<file path="config.mk">
export PLATFORM = sky130hd
export DESIGN_NAME = utf8_vietnamese_to_ascii
export DESIGN_NICKNAME = d
export VERILOG_FILES = /design/src/design/utfva_pkg.sv /design/src/design/utfva_fold.sv /design/src/design/utf8_vietnamese_to_ascii.sv
export SDC_FILE = /design/constraint.sdc
export NUM_CORES = 1
export LEC_CHECK = 0
export BUFFER_PORTS_ARGS = -buffer_cell sky130_fd_sc_hd__buf_2
export CAP_MARGIN = 20
export CORE_MARGIN = 2
export CORE_UTILIZATION = 59
export DETAILED_ROUTE_END_ITERATION = 8
export HOLD_SLACK_MARGIN = 0.1
export PLACE_DENSITY_LB_ADDON = 0.15
export RECOVER_POWER = 50
export SETUP_SLACK_MARGIN = 0.3
export SLEW_MARGIN = 0
export SYNTH_ARGS = -nofsm -noshare
export SYNTH_HDL_FRONTEND = slang
export SYNTH_SLANG_ARGS = --single-unit
</file>
<file path="constraint.sdc">
create_clock -name clk -period 4.3 [get_ports clk]
set_input_delay 1.075 -clock clk [delete_from_list [all_inputs] [get_ports clk]]
set_output_delay 1.075 -clock clk [all_outputs]
set_load 0.02 [all_outputs]
</file>
<file path="src/design/utfva_pkg.sv">
// Shared types, byte codes and the accented-letter fold table for the UTF-8 folder.
`default_nettype none
package utfva_pkg;

  // Lead and continuation byte codes
  localparam logic [7:0] LEAD_C3 = 8'hC3;
  localparam logic [7:0] LEAD_C6 = 8'hC6;
  localparam logic [7:0] LEAD_E1 = 8'hE1;
  localparam logic [7:0] CONT_BA = 8'hBA;
  localparam logic [7:0] CONT_BB = 8'hBB;

  // Table rows
  localparam logic [2:0] ROW_C3   = 3'd0;
  localparam logic [2:0] ROW_C4   = 3'd1;
  localparam logic [2:0] ROW_C5   = 3'd2;
  localparam logic [2:0] ROW_C6   = 3'd3;
  localparam logic [2:0] ROW_E1BA = 3'd4;
  localparam logic [2:0] ROW_E1BB = 3'd5;

  // Held byte counts
  localparam logic [1:0] HELD_NONE = 2'd0;
  localparam logic [1:0] HELD_LEAD = 2'd1;
  localparam logic [1:0] HELD_TWO  = 2'd2;

  // Upper-case base letters; lower case sets bit 5
  localparam logic [6:0] CH_A = 7'h41;
  localparam logic [6:0] CH_D = 7'h44;
  localparam logic [6:0] CH_E = 7'h45;
  localparam logic [6:0] CH_I = 7'h49;
  localparam logic [6:0] CH_O = 7'h4F;
  localparam logic [6:0] CH_U = 7'h55;
  localparam logic [6:0] CH_Y = 7'h59;
  localparam logic [6:0] CASE_BIT = 7'h20;

  typedef struct packed {
    logic       start;
    logic [7:0] text_byte;
  } utfva_req_t;

  typedef struct packed {
    logic       emit;
    logic [6:0] ascii_char;
  } utfva_res_t;

  typedef struct packed {
    logic       hit;
    logic [6:0] ch;
  } fold_t;

  // Fold one sequence to its base letter; idx is the last byte's low six bits.
  function automatic fold_t fold_lookup(input logic [2:0] row, input logic [5:0] idx);
    fold_t      r;
    logic [4:0] lo;
    logic       lower;
    logic [6:0] base;
    logic       hit;
    lo    = idx[4:0];
    lower = idx[0];
    base  = CH_A;
    hit   = 1'b0;
    case (row)
      ROW_C3: begin
        lower = idx[5];
        hit   = 1'b1;
        if (lo <= 5'd3) base = CH_A;
        else if (lo >= 5'd8 && lo <= 5'd10) base = CH_E;
        else if (lo == 5'd12 || lo == 5'd13) base = CH_I;
        else if (lo >= 5'd18 && lo <= 5'd21) base = CH_O;
        else if (lo == 5'd25 || lo == 5'd26) base = CH_U;
        else if (lo == 5'd29) base = CH_Y;
        else hit = 1'b0;
      end
      ROW_C4: begin
        hit = 1'b1;
        if (idx == 6'd2 || idx == 6'd3) base = CH_A;
        else if (idx == 6'd16 || idx == 6'd17) base = CH_D;
        else if (idx == 6'd40 || idx == 6'd41) base = CH_I;
        else hit = 1'b0;
      end
      ROW_C5: begin
        base = CH_U;
        hit  = (idx == 6'd40 || idx == 6'd41);
      end
      ROW_C6: begin
        hit   = 1'b1;
        lower = (idx == 6'd33 || idx == 6'd48);
        if (idx == 6'd32 || idx == 6'd33) base = CH_O;
        else if (idx == 6'd47 || idx == 6'd48) base = CH_U;
        else hit = 1'b0;
      end
      ROW_E1BA: begin
        hit  = idx[5];
        base = (idx < 6'd56) ? CH_A : CH_E;
      end
      ROW_E1BB: begin
        hit = 1'b1;
        if (idx < 6'd8) base = CH_E;
        else if (idx < 6'd12) base = CH_I;
        else if (idx < 6'd36) base = CH_O;
        else if (idx < 6'd50) base = CH_U;
        else if (idx < 6'd58) base = CH_Y;
        else hit = 1'b0;
      end
      default: hit = 1'b0;
    endcase
    r.hit = hit;
    r.ch  = lower ? (base | CASE_BIT) : base;
    return r;
  endfunction

endpackage
`default_nettype wire

</file>
<file path="src/design/utfva_fold.sv">
// Sequence tracker: pending UTF-8 bytes and the per-byte fold decision.
`default_nettype none
module utfva_fold (
  input  wire logic               clk,
  input  wire logic               rst,
  input  wire logic               commit,
  input  wire utfva_pkg::utfva_req_t req,
  output utfva_pkg::utfva_res_t   res
);
  import utfva_pkg::*;

  logic [7:0] lead_byte, lead_byte_next;
  logic [7:0] second_byte, second_byte_next;
  logic [1:0] bytes_held, bytes_held_next;

  logic [7:0] lb, sb, b;
  logic [1:0] bh;
  logic       lead_two;
  logic       do_lookup;
  logic [2:0] row;
  fold_t      lk;

  assign b  = req.text_byte;
  assign lb = req.start ? 8'd0 : lead_byte;
  assign sb = req.start ? 8'd0 : second_byte;
  assign bh = req.start ? HELD_NONE : bytes_held;
  assign lead_two = (lb >= LEAD_C3) && (lb <= LEAD_C6);
  assign lk = fold_lookup(row, b[5:0]);

  always_comb begin
    lead_byte_next   = 8'd0;
    second_byte_next = 8'd0;
    bytes_held_next  = HELD_NONE;
    do_lookup        = 1'b0;
    row              = ROW_E1BB;
    res.emit         = 1'b0;
    res.ascii_char   = b[6:0];
    if (!b[7]) begin
      res.emit = 1'b1;
    end else if (((b >= LEAD_C3) && (b <= LEAD_C6)) || (b == LEAD_E1)) begin
      lead_byte_next  = b;
      bytes_held_next = HELD_LEAD;
    end else if (b[7:6] == 2'b10) begin
      if (bh == HELD_LEAD && lead_two) begin
        do_lookup = 1'b1;
        row       = 3'(lb - LEAD_C3);
      end else if (bh == HELD_LEAD && lb == LEAD_E1) begin
        if (b == CONT_BA || b == CONT_BB) begin
          lead_byte_next   = lb;
          second_byte_next = b;
          bytes_held_next  = HELD_TWO;
        end
      end else if (bh == HELD_TWO && lb == LEAD_E1 && (sb == CONT_BA || sb == CONT_BB)) begin
        do_lookup = 1'b1;
        row       = (sb == CONT_BA) ? ROW_E1BA : ROW_E1BB;
      end
    end
    if (do_lookup) begin
      res.emit       = lk.hit;
      res.ascii_char = lk.ch;
    end
  end

  always_ff @(posedge clk) begin
    if (rst) begin
      lead_byte   <= 8'd0;
      second_byte <= 8'd0;
      bytes_held  <= HELD_NONE;
    end else if (commit) begin
      lead_byte   <= lead_byte_next;
      second_byte <= second_byte_next;
      bytes_held  <= bytes_held_next;
    end
  end

endmodule
`default_nettype wire

</file>
<file path="src/design/utf8_vietnamese_to_ascii.sv">
// Top level of the Vietnamese UTF-8 to ASCII folder with stream ports.
//
// Takes UTF-8 text one byte per request on the slave side and gives plain
// ASCII on the master side. ASCII bytes pass through and drop any pending
// sequence; a C3..C6 lead opens a two-byte sequence and E1 a three-byte one.
// A finished sequence that names one of the 134 accented Vietnamese letters
// yields its base letter; all other non-ASCII bytes and broken or unknown
// sequences are dropped with no output. tuser high on a request clears any
// pending sequence before that byte is decoded. Each byte is captured in an
// input register, is decoded by the sequence tracker and table lookup, and
// its result (if any) lands in the output register that drives m_tvalid;
// one byte is taken every cycle as long as the output register drains.
// Bytes that give no result never wait on m_tready.
`default_nettype none
module utf8_vietnamese_to_ascii (
  input  wire logic       clk,
  input  wire logic       rst,
  input  wire logic       s_tvalid,
  output logic            s_tready,
  input  wire logic [7:0] s_tdata,   // [7:0] text_byte
  input  wire logic       s_tuser,   // [0] start_of_text
  output logic            m_tvalid,
  input  wire logic       m_tready,
  output logic [7:0]      m_tdata    // [6:0] ascii_char, [7] zero
);
  import utfva_pkg::*;

  // Input register
  logic       hold_valid;
  utfva_req_t hold;

  // Decode result of the held byte
  utfva_res_t res;
  logic       advance;
  logic       out_free;

  // Output register
  logic [6:0] out_char;

  utfva_fold u_fold (
    .clk    (clk),
    .rst    (rst),
    .commit (advance),
    .req    (hold),
    .res    (res)
  );

  assign out_free = !m_tvalid || m_tready;
  // The held byte moves on unless it has a result and the output is full.
  assign advance  = hold_valid && (!res.emit || out_free);
  assign s_tready = !hold_valid || advance;

  always_ff @(posedge clk) begin
    if (rst) begin
      hold_valid <= 1'b0;
    end else if (s_tready) begin
      hold_valid <= s_tvalid;
    end
  end

  always_ff @(posedge clk) begin
    if (s_tready && s_tvalid) begin
      hold.text_byte <= s_tdata;
      hold.start     <= s_tuser;
    end
  end

  always_ff @(posedge clk) begin
    if (rst) begin
      m_tvalid <= 1'b0;
    end else if (out_free) begin
      m_tvalid <= advance && res.emit;
    end
  end

  always_ff @(posedge clk) begin
    if (out_free && advance && res.emit) begin
      out_char <= res.ascii_char;
    end
  end

  assign m_tdata = {1'b0, out_char};

`ifndef SYNTH
  // A byte with no result never holds up the input side.
  assert property (@(posedge clk) disable iff (rst)
    hold_valid && !res.emit |-> s_tready)
    else $error("no-result byte stalled the input");

  // An ASCII byte that moves on appears unchanged at the output next cycle.
  assert property (@(posedge clk) disable iff (rst)
    advance && !hold.text_byte[7] |=> m_tvalid && (m_tdata[6:0] == $past(hold.text_byte[6:0])))
    else $error("ASCII byte not passed through");

  // Nothing is offered in the cycle after reset.
  assert property (@(posedge clk) rst |=> !m_tvalid)
    else $error("output valid straight after reset");

  // A waiting result is never overwritten by a new one.
  assert property (@(posedge clk) disable iff (rst)
    m_tvalid && !m_tready |=> $stable(out_char))
    else $error("pending result overwritten");
`endif

endmodule
`default_nettype wire
</file>
### Yosys cells after proc, flatten, opt, wreduce, memory -nomap -nowiden

Index checks and enable logic that the tools add are counted.

* add/sub/neg operators: 1
* magnitude comparators: 15
* eq/ne operators: 29
* mux-type cells: 73
* reductions and logical operators: 31

Operators by type and width (number)
* $mux 8: 15
* $mux 7: 12
* $eq 8x8->1 const B: 6
* $pmux 7 s6: 1
* $eq 6x6->1 const B: 6
* $lt 6x6->1 const B: 4
* $mux 1: 24
* $mux 3: 7
* $ge 8x8->1 const B: 2
* $le 8x8->1 const B: 2
* $eq 5x5->1 const B: 3
* $mux 5: 3
* $logic_or 1x1->1: 14
* $mux 2: 7
* $logic_and 1x1->1: 13
* $eq 6x2->1 const B: 2
* $eq 6x5->1 const B: 2
* $lt 6x4->1 const B: 2
* $eq 5x4->1 const B: 2
* $eq 3x2->1 const B: 2
* $eq 3x3->1 const B: 2
* $mux 6: 1
* $pmux 1 s6: 1
* $ge 5x4->1 const B: 1
* other kinds (12): 15

* register bits after elaboration: 36
* bits of input ports: 13
* output and inout port bits: 10
* word-level logic and storage cells: 157

### Logic depth before layout (Yosys ltp)

* depth in word-level cells: 19
* gate-level depth with buffers: 13
* depth with buffers taken out: 11

### Cells and area by module

A second synthesis with hierarchy kept.

* cells, all modules: 243
* area, all modules: 2118.3 µm²

By module, submodules not included
* utfva_fold: times used 1, cells an instance 213, area an instance 1522.7 µm²
* utf8_vietnamese_to_ascii: times used 1, cells an instance 30, area an instance 595.6 µm²

### Worst setup path after synthesis

OpenSTA, ideal clock, no wires.

* path type: register to output
* from: reg hold[8] (netlist bit)
* to: out s_tready
* data arrival time: 2606 ps
* required time: 3225 ps
* setup slack: 618 ps
* cell stages (with the launch flop): 9
* buffers on the path: 1
* cell sequence: edfxtp_1 -> or4b_4 -> nor4_4 -> and4b_1 -> buf_2 -> a32oi_1 -> mux2i_4 -> o21ai_1 -> or2_1

* cells in the longest elaborated chain, start to end: 17
* elaborated cells between the ends (all ways): 42

RTL lines
* start, declared: line utf8_vietnamese_to_ascii.sv:30 `utfva_req_t hold;`
* parallel branches: the longest is 12 deep, another holds $ge 8x8->1
* $mux 8 (*): line utfva_fold.sv:58 `if (do_lookup) begin`
* $logic_not 1->1 (*): line utf8_vietnamese_to_ascii.sv:50 `assign advance = hold_valid && (!res.emit || out_free);`
* $logic_or 1x1->1 (*): line utf8_vietnamese_to_ascii.sv:50
* $logic_and 1x1->1 (*): line utf8_vietnamese_to_ascii.sv:50
* $logic_or 1x1->1 (*): line utf8_vietnamese_to_ascii.sv:51 `assign s_tready = !hold_valid || advance;`
* end, declared: line utf8_vietnamese_to_ascii.sv:19 `output logic s_tready,`

Mark *: on every way between the ends.

### Worst setup path in the final report

Same ends and word-level chain as after synthesis.

==> run_results.csv <==
group,metric,value,unit
outcome,status,"completed",
clock_tree,numCtsBuffers,5,
setup_path,crit_chain,"clkbuf_1 > or4b_4 > nor4_4 > a32o_1 > nand3_1 > o211ai_1 > o21ai_4 > or2_1 > buf_2",
clock_tree,cts_buffer_depth,2,
routing,wl_per_cell,17.2,um
sta,skew,0.0111,ns
sta,max_slew_margin,45.5,%
power,switching_power,0.195,mW
logic_synthesis,synth_area,2320,um^2
clock_tree,cts_root_buf,"clkbuf_8",
floorplan,rows,22,
floorplan,die_x,66.7,um
sta,fmax,249,MHz
placement,place_congestion,0.886,
logic_synthesis,async_flop_share,0,%
floorplan,die_area,4450,um^2
setup_path,critPathMaxFanout,5,
logic_synthesis,synth_edf_count,16,
sta,rsz0062_at_grt,"no",
layout,finish.utilization,70.7,%
setup_path,slowest_delay,0.52,ns
logic_synthesis,yosysWarningCount,0,
power,power.share.clock,36.9,%
layout,fin_nets,303,
setup_path,required,3.22,ns
layout,syn2layout_area_growth,13.2,%
power,ir_worst_vdd,0.221,mV
global_route,grt_max_degree,24,
clock_tree,cts_tree,"done",
clock_tree,cts.sinks,35,
setup_path,cp_data_arrival_time,2.94,ns
layout,drive_gt1_share,15.9,%
routing,drcViolationCount,0,
layout,final_common_cell,"nand2_1",
setup_path,critPathKind,"reg2out",
logic_synthesis,synth.distinct_cells,64,
logic_synthesis,yosys_most_used_dff,"dfxtp_1",
routing,finalWirelength,5810,um
min_path,hold_class,"reg2reg",
floorplan,die_height,66.7,um
global_route,antenna_found_initial,0,
sta,final.setup.tns,0,ns
power,internal-power,0.544,mW
power,combPwrFrac,11.8,%
clock_tree,ctsHtreeMaxLevel,2,
layout,layout_common_cells,"nand2_1, nor2_1, dfxtp_1, edfxtp_1, buf_2",
layout,final-seq-area,862,um^2
flow_run,maxCapViolCount,0,
clock_tree,clkLatencyLatePin,0.29,ns
floorplan,start_util,62.5,%
global_route,grt_pass1_wl,9070,um
sta,worstMarginPinSlew,0.817,ns
sta,final_max_slew_viol_count,0,
setup_path,cpMaxStageDelayCell,"or4b_4",
logic_synthesis,netlist_instances,266,
logic_synthesis,syn_avg_cell_area,8.73,um^2
layout,multi_input_area,1390,um^2
routing,vias,2201,
routing,antenna_left,0,
placement,place_hpwl,3880,um
routing,vias_per_cell,6.53,
setup_path,critPathTopFamily,"simple AND/OR/NAND/NOR gates",
setup_path,path_buf_inv,2,
placement,io_buffers,21,
setup_path,worstSetupEndpointType,"output pin",
logic_synthesis,yosysSeqAreaShare,37.1,%
setup_path,start_kind,"flop",
logic_synthesis,synth_seq_cells,35,
power,swShare,26.4,%
floorplan,core-area,3720,um^2
power,power_density,281,nW/um^2
clock_tree,path_clk_slew,0.07,ns
sta,fin_crit,4.02,ns
sta,setup_viol,0,
layout,n_antenna_cell,0,
routing,drtIter0Drc,281,
global_route,grtUsageTotal,26.9,%
power,p_seq_share,51.3,%
floorplan,io_pins,23,
routing,first_pass_iters,6,
sta,timing.final.crit_share,93.5,%
layout,fillers,300,
sta,finalHoldViolCount,0,
global_route,grt-ovfl-total,0,
logic_synthesis,syn_nets,281,
power,p_leak,0.973,nW
global_route,grt_pass1_vias,1940,
-- per-layer routing --
layer	share of wire, %	GRT usage (%)	vias up
li1	-	-	1034
met1	45	37.3	1026
met2	46	42.4	123
met3	7.2	5.24	18
met4	2.3	7.65	0
met5	0	0	-
-- kinds of logic after synthesis --
logic type                 synth area share [%]
muxes                                      6.25
DFF                                        37.1
buffers and inverters                      5.12
adders and majority gates                  1.08
xor gates and xnor gates                   1.13
and+or+nand+nor                            25.9
AOI/OAI and AO/OA                          23.3
other                                     0.161
-- worst paths after layout --
check	startpoint	slack, ns	cells after the start	to
max	hold[8]	0.28	9	s_tready
min	u_fold.bytes_held[0]	0.48	2	u_fold.bytes_held[0]
max reg2reg	hold[8]	0.78	8	u_fold.lead_byte[0]
min reg2reg	u_fold.bytes_held[0]	0.48	2	u_fold.bytes_held[0]
-- power by group through the flow --
stage	Clock (mW)	Sequential, mW	Combinational (mW)
2_1_floorplan	0	0.373	0.0724
3_3_place_gp	0	0.386	0.0800
3_5_place_dp	0	0.386	0.0811
4_1_cts	0.274	0.378	0.0839
5_1_grt	0.287	0.381	0.0960
6_report	0.272	0.379	0.0871
-- synth_stat cells, types with 6 or more instances --
master,instances,area [um^2]
nand2_1,31,116
nor2b_1,7,43.8
nand3_1,9,45.0
nor2_1,20,75.1
o21ai_0,10,50.1
dfxtp_1,19,380
o21ai_1,8,40.0
clkbuf_1,12,45.0
inv_1,10,37.5
a21oi_1,12,60.1
and3_1,9,56.3
nand2b_1,7,43.8
o2111ai_1,6,52.6
edfxtp_1,16,480
mux2i_1,10,100
-- registers in the layout (all words and copies together), names as in the netlist --
name	cells
hold	9
u_fold.lead_byte	8
out_char	7
u_fold.second_byte	7
u_fold.bytes_held	2
hold_valid	1
m_tvalid	1
-- metrics by stage --
| stage | hold slack [ns] | setup slack, ns | area [um^2] | power, mW | cells |
|---|---|---|---|---|---|
| floorplan | 0.438 | 0.619 | 2320 | 0.445 | 266 |
| global placement | 0.454 | 0.426 | 2430 | 0.466 | 320 |
| finish | 0.478 | 0.281 | 2630 | 0.739 | 337 |
| detailed placement | 0.461 | 0.378 | 2430 | 0.467 | 320 |
| CTS | 0.471 | 0.354 | 2570 | 0.736 | 332 |
| global route | 0.498 | 0.176 | 2630 | 0.763 | 337 |
-- repair_timing --
action | 4_1_cts | 5_1_grt
hold endpoints to repair | 0 | 0
pin swaps | 2 | 3
hold buffers | 0 | 0
buffers inserted | 4 | 5
gates resized for setup | 4 | 10
endpoints found under the setup margin | 1 | 1
-- tightest hold or removal path: stages, from the launching register on --
cell and delay (ns):
dfxtp_1 0.32, nand2_1 0.06, mux2i_1 0.05
-- final cells by class --
cell class                 count  share of cell area, %
clock inverter                 2                  0.524
timing repair buffer          33                   6.62
inverter                      10                   1.43
multi-input combinational    203                   52.8
tap                           48                   2.28
clock buffer                   6                   3.57
sequential                    35                   32.8
Note: power is estimated with default switching activity, not from simulation.
